### src/design/rfdm_pkg.sv
// ----------------------------------------------------------------------------
// rfdm_pkg
// Shared types and constants of the RGB frame difference marker.
// ----------------------------------------------------------------------------
`default_nettype none

package rfdm_pkg;

  // Output mode codes (unchanged pixel / changed pixel)
  localparam logic [2:0] MODE_FILL_MARK = 3'd1;
  localparam logic [2:0] MODE_REF_MARK  = 3'd2;
  localparam logic [2:0] MODE_REF_BLEND = 3'd3;
  localparam logic [2:0] MODE_FILL_CUR  = 3'd4;

  // Blend divisor is 100 / transparency percent
  localparam int PERCENT_FULL = 100;

  // Fixed-point shift of the blend reciprocal; exact for sums below 512
  localparam int RECIP_SHIFT = 20;

  // Per-stage load strobes shared by all colour lanes
  typedef struct packed {
    logic load1;
    logic load2;
    logic load3;
  } pipe_ctrl_t;

endpackage

`default_nettype wire

### src/design/rfdm_lane.sv
// ----------------------------------------------------------------------------
// rfdm_lane
// One colour channel of the marker pipeline: difference, threshold test,
// blend by reciprocal multiply and final output selection.
// ----------------------------------------------------------------------------
`default_nettype none

module rfdm_lane import rfdm_pkg::*; #(
  parameter int TRANSPARENCY_PERCENT = 50
) (
  input  wire logic       clk,
  input  wire pipe_ctrl_t ctrl,
  input  wire logic [7:0] threshold,
  input  wire logic [7:0] mark,
  input  wire logic [7:0] fill_level,
  input  wire logic [2:0] output_mode,
  input  wire logic [7:0] ref_pix,
  input  wire logic [7:0] cur_pix,
  input  wire logic       changed,
  output logic            over,
  output logic      [7:0] out_pix
);

  localparam int BLEND_DIV  = PERCENT_FULL / TRANSPARENCY_PERCENT;
  localparam int BLEND_MULT = ((1 << RECIP_SHIFT) + BLEND_DIV - 1) / BLEND_DIV;
  localparam int MULT_W     = RECIP_SHIFT + 1;
  localparam int SUM_W      = 9;
  localparam int PROD_W     = SUM_W + MULT_W;
  localparam int QUOT_W     = PROD_W - RECIP_SHIFT;

  // Stage 1 registers
  logic [7:0]        diff1;
  logic [7:0]        ref1;
  logic [7:0]        cur1;
  logic [SUM_W-1:0]  sum1;
  logic              zero1;

  // Stage 2 registers
  logic [7:0]        ref2;
  logic [7:0]        cur2;
  logic [PROD_W-1:0] prod2;
  logic              zero2;

  logic [7:0]        diff_next;
  logic [QUOT_W-1:0] quot;
  logic [7:0]        blend;
  logic [7:0]        out_pix_next;

  // Absolute difference of the two pixels
  assign diff_next = (cur_pix >= ref_pix) ? (cur_pix - ref_pix) : (ref_pix - cur_pix);

  // Stage 1: difference, blend sum and zero test
  always_ff @(posedge clk) begin
    if (ctrl.load1) begin
      diff1 <= diff_next;
      ref1  <= ref_pix;
      cur1  <= cur_pix;
      sum1  <= {1'b0, mark} + {1'b0, ref_pix};
      zero1 <= (mark == 8'd0) || (ref_pix == 8'd0);
    end
  end

  // Stage 2: threshold compare and reciprocal multiply
  always_ff @(posedge clk) begin
    if (ctrl.load2) begin
      over  <= diff1 > threshold;
      ref2  <= ref1;
      cur2  <= cur1;
      prod2 <= PROD_W'(sum1) * PROD_W'(MULT_W'(BLEND_MULT));
      zero2 <= zero1;
    end
  end

  // Quotient of the blend, saturated to eight bits
  assign quot  = prod2[RECIP_SHIFT +: QUOT_W];
  assign blend = zero2 ? 8'd0 : ((quot > QUOT_W'(255)) ? 8'd255 : quot[7:0]);

  // Pick the result for this channel
  always_comb begin
    case (output_mode)
      MODE_FILL_MARK: out_pix_next = changed ? mark  : fill_level;
      MODE_REF_MARK:  out_pix_next = changed ? mark  : ref2;
      MODE_REF_BLEND: out_pix_next = changed ? blend : ref2;
      MODE_FILL_CUR:  out_pix_next = changed ? cur2  : fill_level;
      default:        out_pix_next = 8'd0;
    endcase
  end

  // Stage 3: output register
  always_ff @(posedge clk) begin
    if (ctrl.load3) begin
      out_pix <= out_pix_next;
    end
  end

endmodule

`default_nettype wire

### src/design/rgb_frame_difference_marker_top.sv
// ----------------------------------------------------------------------------
// rgb_frame_difference_marker_top
// Marks pixels that differ between a reference and a current frame.
//
// Channel  | Handshake             | Payload
// ---------+-----------------------+-----------------------------------------
// pixel in | pix_valid / pix_ready | ref_*, cur_* (8b each), frame_end
// result   | res_valid / res_ready | out_red/green/blue (8b), frame_end_out
// config   | APB, pready tied high | paddr[4:0], pwdata / prdata (32b)
//
// One pixel per clock while res_ready does not stall, through three register
// stages (difference, compare and multiply, select); res_valid rises when the
// pixel reaches the output register, where the result can then be taken.
// Each stage takes a new pixel when it is empty or its successor moves on,
// so a stall on res_ready backs up through the stages without loss.
// Synchronous reset empties the pipeline and loads register defaults.
// ----------------------------------------------------------------------------
`default_nettype none

module rgb_frame_difference_marker_top import rfdm_pkg::*; #(
  parameter int TRANSPARENCY_PERCENT = 50
) (
  input  wire logic        clk,
  input  wire logic        rst,
  // APB configuration port
  input  wire logic        psel,
  input  wire logic        penable,
  input  wire logic        pwrite,
  input  wire logic [4:0]  paddr,
  input  wire logic [31:0] pwdata,
  output logic      [31:0] prdata,
  output logic             pready,
  // Pixel input
  input  wire logic        pix_valid,
  output logic             pix_ready,
  input  wire logic [7:0]  ref_red,
  input  wire logic [7:0]  ref_green,
  input  wire logic [7:0]  ref_blue,
  input  wire logic [7:0]  cur_red,
  input  wire logic [7:0]  cur_green,
  input  wire logic [7:0]  cur_blue,
  input  wire logic        frame_end,
  // Result output
  output logic             res_valid,
  input  wire logic        res_ready,
  output logic      [7:0]  out_red,
  output logic      [7:0]  out_green,
  output logic      [7:0]  out_blue,
  output logic             frame_end_out
);

  localparam logic [2:0] REG_THRESHOLD  = 3'd0;
  localparam logic [2:0] REG_MARK_RED   = 3'd1;
  localparam logic [2:0] REG_MARK_GREEN = 3'd2;
  localparam logic [2:0] REG_MARK_BLUE  = 3'd3;
  localparam logic [2:0] REG_MODE       = 3'd4;
  localparam logic [2:0] REG_FILL       = 3'd5;

  logic [7:0] threshold;
  logic [7:0] mark_red;
  logic [7:0] mark_green;
  logic [7:0] mark_blue;
  logic [2:0] output_mode;
  logic [7:0] fill_level;

  logic       cfg_write;
  logic [2:0] cfg_index;

  logic       valid1;
  logic       valid2;
  logic       frame_end1;
  logic       frame_end2;
  logic       ready1;
  logic       ready2;
  logic       ready3;
  pipe_ctrl_t ctrl;

  logic       over_red;
  logic       over_green;
  logic       over_blue;
  logic       changed;

  // Configuration write strobe and register index
  assign pready    = 1'b1;
  assign cfg_write = psel && penable && pwrite && pready;
  assign cfg_index = paddr[4:2];

  // Hold the configuration registers
  always_ff @(posedge clk) begin
    if (rst) begin
      threshold   <= 8'd0;
      mark_red    <= 8'd255;
      mark_green  <= 8'd0;
      mark_blue   <= 8'd0;
      output_mode <= MODE_FILL_MARK;
      fill_level  <= 8'd0;
    end else if (cfg_write) begin
      case (cfg_index)
        REG_THRESHOLD:  threshold   <= pwdata[7:0];
        REG_MARK_RED:   mark_red    <= pwdata[7:0];
        REG_MARK_GREEN: mark_green  <= pwdata[7:0];
        REG_MARK_BLUE:  mark_blue   <= pwdata[7:0];
        REG_MODE:       output_mode <= pwdata[2:0];
        REG_FILL:       fill_level  <= pwdata[7:0];
        default:        ;
      endcase
    end
  end

  // Read back the addressed register
  always_comb begin
    case (cfg_index)
      REG_THRESHOLD:  prdata = {24'd0, threshold};
      REG_MARK_RED:   prdata = {24'd0, mark_red};
      REG_MARK_GREEN: prdata = {24'd0, mark_green};
      REG_MARK_BLUE:  prdata = {24'd0, mark_blue};
      REG_MODE:       prdata = {29'd0, output_mode};
      REG_FILL:       prdata = {24'd0, fill_level};
      default:        prdata = 32'd0;
    endcase
  end

  // Stage readiness: a stage takes data when empty or when it drains
  assign ready3    = !res_valid || res_ready;
  assign ready2    = !valid2 || ready3;
  assign ready1    = !valid1 || ready2;
  assign pix_ready = ready1;

  assign ctrl.load1 = pix_valid && ready1;
  assign ctrl.load2 = valid1 && ready2;
  assign ctrl.load3 = valid2 && ready3;

  // Advance valid bits along the pipeline
  always_ff @(posedge clk) begin
    if (rst) begin
      valid1    <= 1'b0;
      valid2    <= 1'b0;
      res_valid <= 1'b0;
    end else begin
      if (ready1) begin
        valid1 <= pix_valid;
      end
      if (ready2) begin
        valid2 <= valid1;
      end
      if (ready3) begin
        res_valid <= valid2;
      end
    end
  end

  // Carry the frame marker alongside the pixel
  always_ff @(posedge clk) begin
    if (ctrl.load1) begin
      frame_end1 <= frame_end;
    end
    if (ctrl.load2) begin
      frame_end2 <= frame_end1;
    end
    if (ctrl.load3) begin
      frame_end_out <= frame_end2;
    end
  end

  // A pixel has changed if any channel exceeds the threshold
  assign changed = over_red || over_green || over_blue;

  rfdm_lane #(
    .TRANSPARENCY_PERCENT(TRANSPARENCY_PERCENT)
  ) u_lane_red (
    .clk        (clk),
    .ctrl       (ctrl),
    .threshold  (threshold),
    .mark       (mark_red),
    .fill_level (fill_level),
    .output_mode(output_mode),
    .ref_pix    (ref_red),
    .cur_pix    (cur_red),
    .changed    (changed),
    .over       (over_red),
    .out_pix    (out_red)
  );

  rfdm_lane #(
    .TRANSPARENCY_PERCENT(TRANSPARENCY_PERCENT)
  ) u_lane_green (
    .clk        (clk),
    .ctrl       (ctrl),
    .threshold  (threshold),
    .mark       (mark_green),
    .fill_level (fill_level),
    .output_mode(output_mode),
    .ref_pix    (ref_green),
    .cur_pix    (cur_green),
    .changed    (changed),
    .over       (over_green),
    .out_pix    (out_green)
  );

  rfdm_lane #(
    .TRANSPARENCY_PERCENT(TRANSPARENCY_PERCENT)
  ) u_lane_blue (
    .clk        (clk),
    .ctrl       (ctrl),
    .threshold  (threshold),
    .mark       (mark_blue),
    .fill_level (fill_level),
    .output_mode(output_mode),
    .ref_pix    (ref_blue),
    .cur_pix    (cur_blue),
    .changed    (changed),
    .over       (over_blue),
    .out_pix    (out_blue)
  );

  // Back-pressure only when every stage is full and the sink stalls
  a_ready_full: assert property (@(posedge clk) disable iff (rst)
    !pix_ready |-> (valid1 && valid2 && res_valid && !res_ready))
    else $error("pixel input stalled with a free stage");

  // An accepted transaction always lands in stage 1
  a_accept_lands: assert property (@(posedge clk) disable iff (rst)
    (pix_valid && pix_ready) |=> valid1)
    else $error("accepted transaction lost at stage 1");

  // Mode 1 gives only the fill grey or the mark colour
  a_mode_fill_mark: assert property (@(posedge clk) disable iff (rst)
    (res_valid && output_mode == MODE_FILL_MARK && $stable(output_mode))
      |-> (out_red == mark_red || out_red == fill_level))
    else $error("fill/mark mode produced another value");

  // Undefined modes give a black pixel
  a_bad_mode_black: assert property (@(posedge clk) disable iff (rst)
    (res_valid && $stable(output_mode) && (output_mode == 3'd0 || output_mode > MODE_FILL_CUR))
      |-> (out_red == 8'd0 && out_green == 8'd0 && out_blue == 8'd0))
    else $error("undefined mode produced a non-black pixel");

endmodule

`default_nettype wire
### config.mk
export PLATFORM = sky130hd
export DESIGN_NAME = rgb_frame_difference_marker_top
export DESIGN_NICKNAME = d
export VERILOG_FILES = /design/src/design/rfdm_pkg.sv /design/src/design/rfdm_lane.sv /design/src/design/rgb_frame_difference_marker_top.sv
export SDC_FILE = /design/constraint.sdc
export NUM_CORES = 1
export LEC_CHECK = 0
export ABC_CLOCK_PERIOD_IN_PS = 7560
export BUFFER_PORTS_ARGS = -buffer_cell sky130_fd_sc_hd__buf_2
export CAP_MARGIN = 10
export CORE_MARGIN = 3
export CORE_UTILIZATION = 53
export CTS_CLUSTER_DIAMETER = 80
export CTS_CLUSTER_SIZE = 24
export DETAILED_ROUTE_END_ITERATION = 8
export GPL_TIMING_DRIVEN = 1
export PLACE_DENSITY_LB_ADDON = 0.05
export SETUP_SLACK_MARGIN = 0.5
export SLEW_MARGIN = 30
export SYNTH_ARGS = -nofsm -noshare
export SYNTH_HDL_FRONTEND = slang
export SYNTH_HIERARCHICAL = 1
export SYNTH_SLANG_ARGS = --single-unit
### constraint.sdc
create_clock -name clk -period 7.56 [get_ports clk]
set_clock_uncertainty 0.2 [all_clocks]
set_input_delay 1.512 -clock clk [delete_from_list [all_inputs] [get_ports clk]]
set_output_delay 1.512 -clock clk [all_outputs]
set_load 0.02 [all_outputs]
# Word-level counts from Yosys, hierarchy flattened
# Index checks and enable logic that the tools add are counted.
# word_totals
ff_bits	256
input_bits	93
elab_cells	126
# classes
addsub	9
n_lt_le_gt_ge	9
n_eq_ne	9
muxes	25
n_reduce_logical	29
# ops
cell	count
two-way mux 8 bit	21
case mux 8 bit (4 select lines)	3
zero test 8 bit	6
case mux 8 bit (6 select lines)	1
subtractor 8 bit	6
adder 8 x 8 -> 9 bit	3
>= comparator 8 bit	3
> comparator 8 bit	3
> comparator 8 bit (second input constant)	3
equality test 3 x 2 -> 1 bit (second input constant)	4
AND reduction 2 bit	6
equality test 3 bit (second input constant)	3
logical OR 1 bit	8
equality test 3 x 1 -> 1 bit (second input constant)	2
logical AND 1 bit	5
zero test 1 bit	3
zero test 3 bit	1

# Logic depth before layout (Yosys ltp)
# depth
ltp_word	5
depth_mapped	9
depth_no_buf	9

# Modules after synthesis
# Netlist, hierarchy kept.
# by_module_without_submodules
module	instances	cells_each	area_each_um2	seq_area_each_um2
rfdm_lane at u_lane_blue	1	279	3567.2	2011.9
rfdm_lane at u_lane_green	1	281	3549.7	2011.9
rfdm_lane at u_lane_red	1	273	3527.1	2011.9
rgb_frame_difference_marker_top	1	275	2560.0	1011.0

# Worst setup path after synthesis
# No wires, ideal clock.
# synth_path
path_type	input to register
startpoint	input res_ready
endpoint	register frame_end2, enable pin
setup_ns	0.637
t_arrival_ns	7.343
required_ns	6.723
path_slack_ns	-0.620
stages	2
path_buffers	0
path_cell_list	nor2b_1 a21boi_0
# synth_lines
element	line_no	rtl
start: declaration	rgb_frame_difference_marker_top.sv:45	input wire logic res_ready,
end signal: assignment	rgb_frame_difference_marker_top.sv:158	frame_end2 <= frame_end1;
end: declaration	rgb_frame_difference_marker_top.sv:72	logic frame_end2;

# Worst setup path after layout
# layout_path
startpoint	input paddr[3]
endpoint	output prdata[1]
# layout_between
elab_chain_cells	2
# layout_rtl
element	line_no	rtl
start: declaration	rgb_frame_difference_marker_top.sv:29	input wire logic [4:0] paddr,
equality test 3 bit (tied with other cells)	rgb_frame_difference_marker_top.sv:112	case (cfg_index)
case mux 8 bit (6 select lines) (*)	rgb_frame_difference_marker_top.sv:112	
end: declaration	rgb_frame_difference_marker_top.sv:31	output logic [31:0] prdata,
# Mark *: on every way between the ends. The rest lies on a longest branch, timed or not.

==> flow_metrics.tcl <==
set metrics [dict create \
    outcome "finished, final reports clean" \
    worstPathMaxFanout 15 \
    hold_class "register to register" \
    vias_per_cell 5.82 \
    layout-drive-gt1-share_pct 12.8 \
    power_density_nw_per_um2 199 \
    yosysSeqAreaShare_pct 53.4 \
    vias 8872 \
    finalSetupTns_ps 0 \
    grt_overflow_total 0 \
    synth_cell_types 70 \
    slew_headroom_pct 36.8 \
    final_max_slew_viol_count 0 \
    grt_max_degree 63 \
    cts_post_setup_buffers_inserted 0 \
    firstDrtPassIters 5 \
    final_cells 1525 \
    place_inst 1500 \
    dp_hpwl_um 23000 \
    die_h_um 164 \
    holdPathStages 0 \
    clockBufferDepth 3 \
    gp_congestion 0.886 \
    cts.htree.levels 1 \
    cp.arrival_ps 2830 \
    post_cts_hold_buffer_count 0 \
    routed_wl_um 31500 \
    leakagePower_uw 0.00578 \
    std_cell_rows 57 \
    ys_warn_count 6 \
    track_usage_pct 23.2 \
    grt_pass1_wl_um 47600 \
    synth_seq_cells 250 \
    io_buffers 101 \
    antenna_found_initial 1 \
    antenna_violating_nets_post_route 0 \
    synthXorXnorAreaFrac_pct 1.99 \
    max_cap_viol_count 0 \
    cts_root_buffer "clkbuf_16" \
    yosys.area_share.simple_pct 8.94 \
    rr_worst_depth 4 \
    dieWidth_um 164 \
    drc 0 \
    cts_tree "built" \
    synth_area_um2 13200 \
    fmax_ghz 0.220 \
    setup-violations-final 0 \
    yosys_most_used_dff "edfxtp_1" \
    end_kind "output port" \
    ctsResizeCount 0 \
    grt_pass1_vias 8352 \
    die_area_um2 26800 \
    synthArstFlopShare_pct 0 \
    criticalPathCategory "primary input to output port" \
    synth_mux_area_share_pct 5.15 \
    synth_edf_count 204 \
    fin_crit_ps 4540 \
    area_growth_pct 8.54 \
    initialDrtViolationCount 1092 \
    n_antenna_cell 0 \
    synthAdderAreaFrac_pct 9.89 \
    rsz0062_at_grt "false" \
    required_ps 5850 \
    worstSkewPairLatency_ps 490 \
    hold_viol 0 \
    synthCells 1108 \
    ir_drop_v 0.000147 \
    layout.nets 1385 \
    wl_per_cell_um 20.7 \
    core-area_um2 24400 \
    synth_top_family_by_area "compound AO/OA/AOI/OAI gates" \
    min_period_over_period_pct 60.0 \
    io_pins 153 \
    worst_slew_pin_slew_ps 940 \
    avgSynthCellArea_um2 11.9 \
    path_clk_slew_ps 90 \
    cts_made_buffers 15 \
    crit_path_start_kind "primary input" \
    clock-sinks 250 \
    synth_compound_gate_area_share_pct 15.0 \
    start_util_pct 54.1 \
]
area by class of cell:
cell class	count	area (um2)
Clock buffer	19	390
Sequential cell	250	7050
Fill cell	2067	10100
Inverter	91	342
Tap cell	324	405
Timing Repair Buffer	107	553
Multi-Input combinational cell	728	5540
Clock inverter	6	55.1
kinds of logic after synthesis:
logic type	count (synthesis)
AO/OA/AOI/OAI	286
flip-flops	250
XOR/XNOR	30
multiplexers	68
adder cells (fa/ha/maj)	99
other	2
buffers and inverters	153
AND/OR/NAND/NOR	220
placed cells by master (no fill, tap or decap), types with 25 or more instances in the layout:
cell type | netlist | final
a21oi_1 | 41 | 41
a22oi_1 | 36 | 36
buf_2 | 7 | 100
conb_1 | 2 | 25
dfxtp_1 | 46 | 46
edfxtp_1 | 204 | 204
ha_1 | 90 | 90
inv_1 | 87 | 87
mux2i_1 | 68 | 68
nand2_1 | 35 | 35
nand2b_1 | 40 | 40
nor2_1 | 54 | 54
nor2b_1 | 32 | 31
o21ai_0 | 65 | 65
cells in the mapped netlist, types with 20 or more instances:
cell type | number | share of area (%)
buf_4 | 28 | 1.6
mux2i_1 | 68 | 5.2
a221o_1 | 21 | 1.6
o21ai_0 | 65 | 2.5
nor2b_1 | 32 | 1.5
edfxtp_1 | 204 | 46
nand2b_1 | 40 | 1.9
a21oi_1 | 41 | 1.6
a21o_1 | 20 | 1.1
nor2_1 | 54 | 1.5
inv_1 | 87 | 2.5
a22oi_1 | 36 | 2.0
nand2_1 | 35 | 1.0
dfxtp_1 | 46 | 7.0
ha_1 | 90 | 8.5
power breakdown:
part | total [uW] | internal, uW | switching [uW]
registers | 1620 | 1590 | 31.2
clock network | 832 | 380 | 452
logic | 398 | 156 | 243
path summary, 6_finish.rpt:
check / startpoint / slack [ps] / end
setup / recovery: paddr[3] / 3020 / prdata[1]
hold / removal: u_lane_red/cur1[2]$_DFFE_PP_ / 220 / u_lane_red/cur2[2]$_DFFE_PP_
setup reg to reg: output_mode[2]$_SDFFE_PP0P_ / 4760 / u_lane_green/out_pix[1]$_DFFE_PP_
hold reg to reg: u_lane_red/cur1[2]$_DFFE_PP_ / 220 / u_lane_red/cur2[2]$_DFFE_PP_
routing by layer:
| metal | up-vias | share of wire (%) | routed length [um] | track usage (%) |
|---|---|---|---|---|
| met5 | - | 0.041 | 13 | 0 |
| met4 | 2 | 1.8 | 580 | 5.11 |
| met3 | 43 | 8.7 | 2750 | 3.93 |
| met2 | 337 | 46 | 14400 | 37.0 |
| met1 | 4259 | 44 | 13700 | 33.4 |
| li1 | 4231 | - | - | - |
metrics by stage:
step	cell area [um2]	hold WS, ps	util (%)	power, uW	setup WS [ps]
after floorplan	13300	200	-	1940	1460
after global placement	13900	201	56.9	2040	3050
after detailed placement	13900	205	56.9	2050	3060
after CTS	14300	224	58.7	2870	3050
after global routing	14300	230	58.8	2980	2940
final	14300	220	58.8	2850	3020
critical path, stage by stage:
cell and delay, ps:
buf_2 250, nand2b_1 340, o22a_1 320, o21ai_0 160
buf_2 240
(Power assumes the default switching activity.)
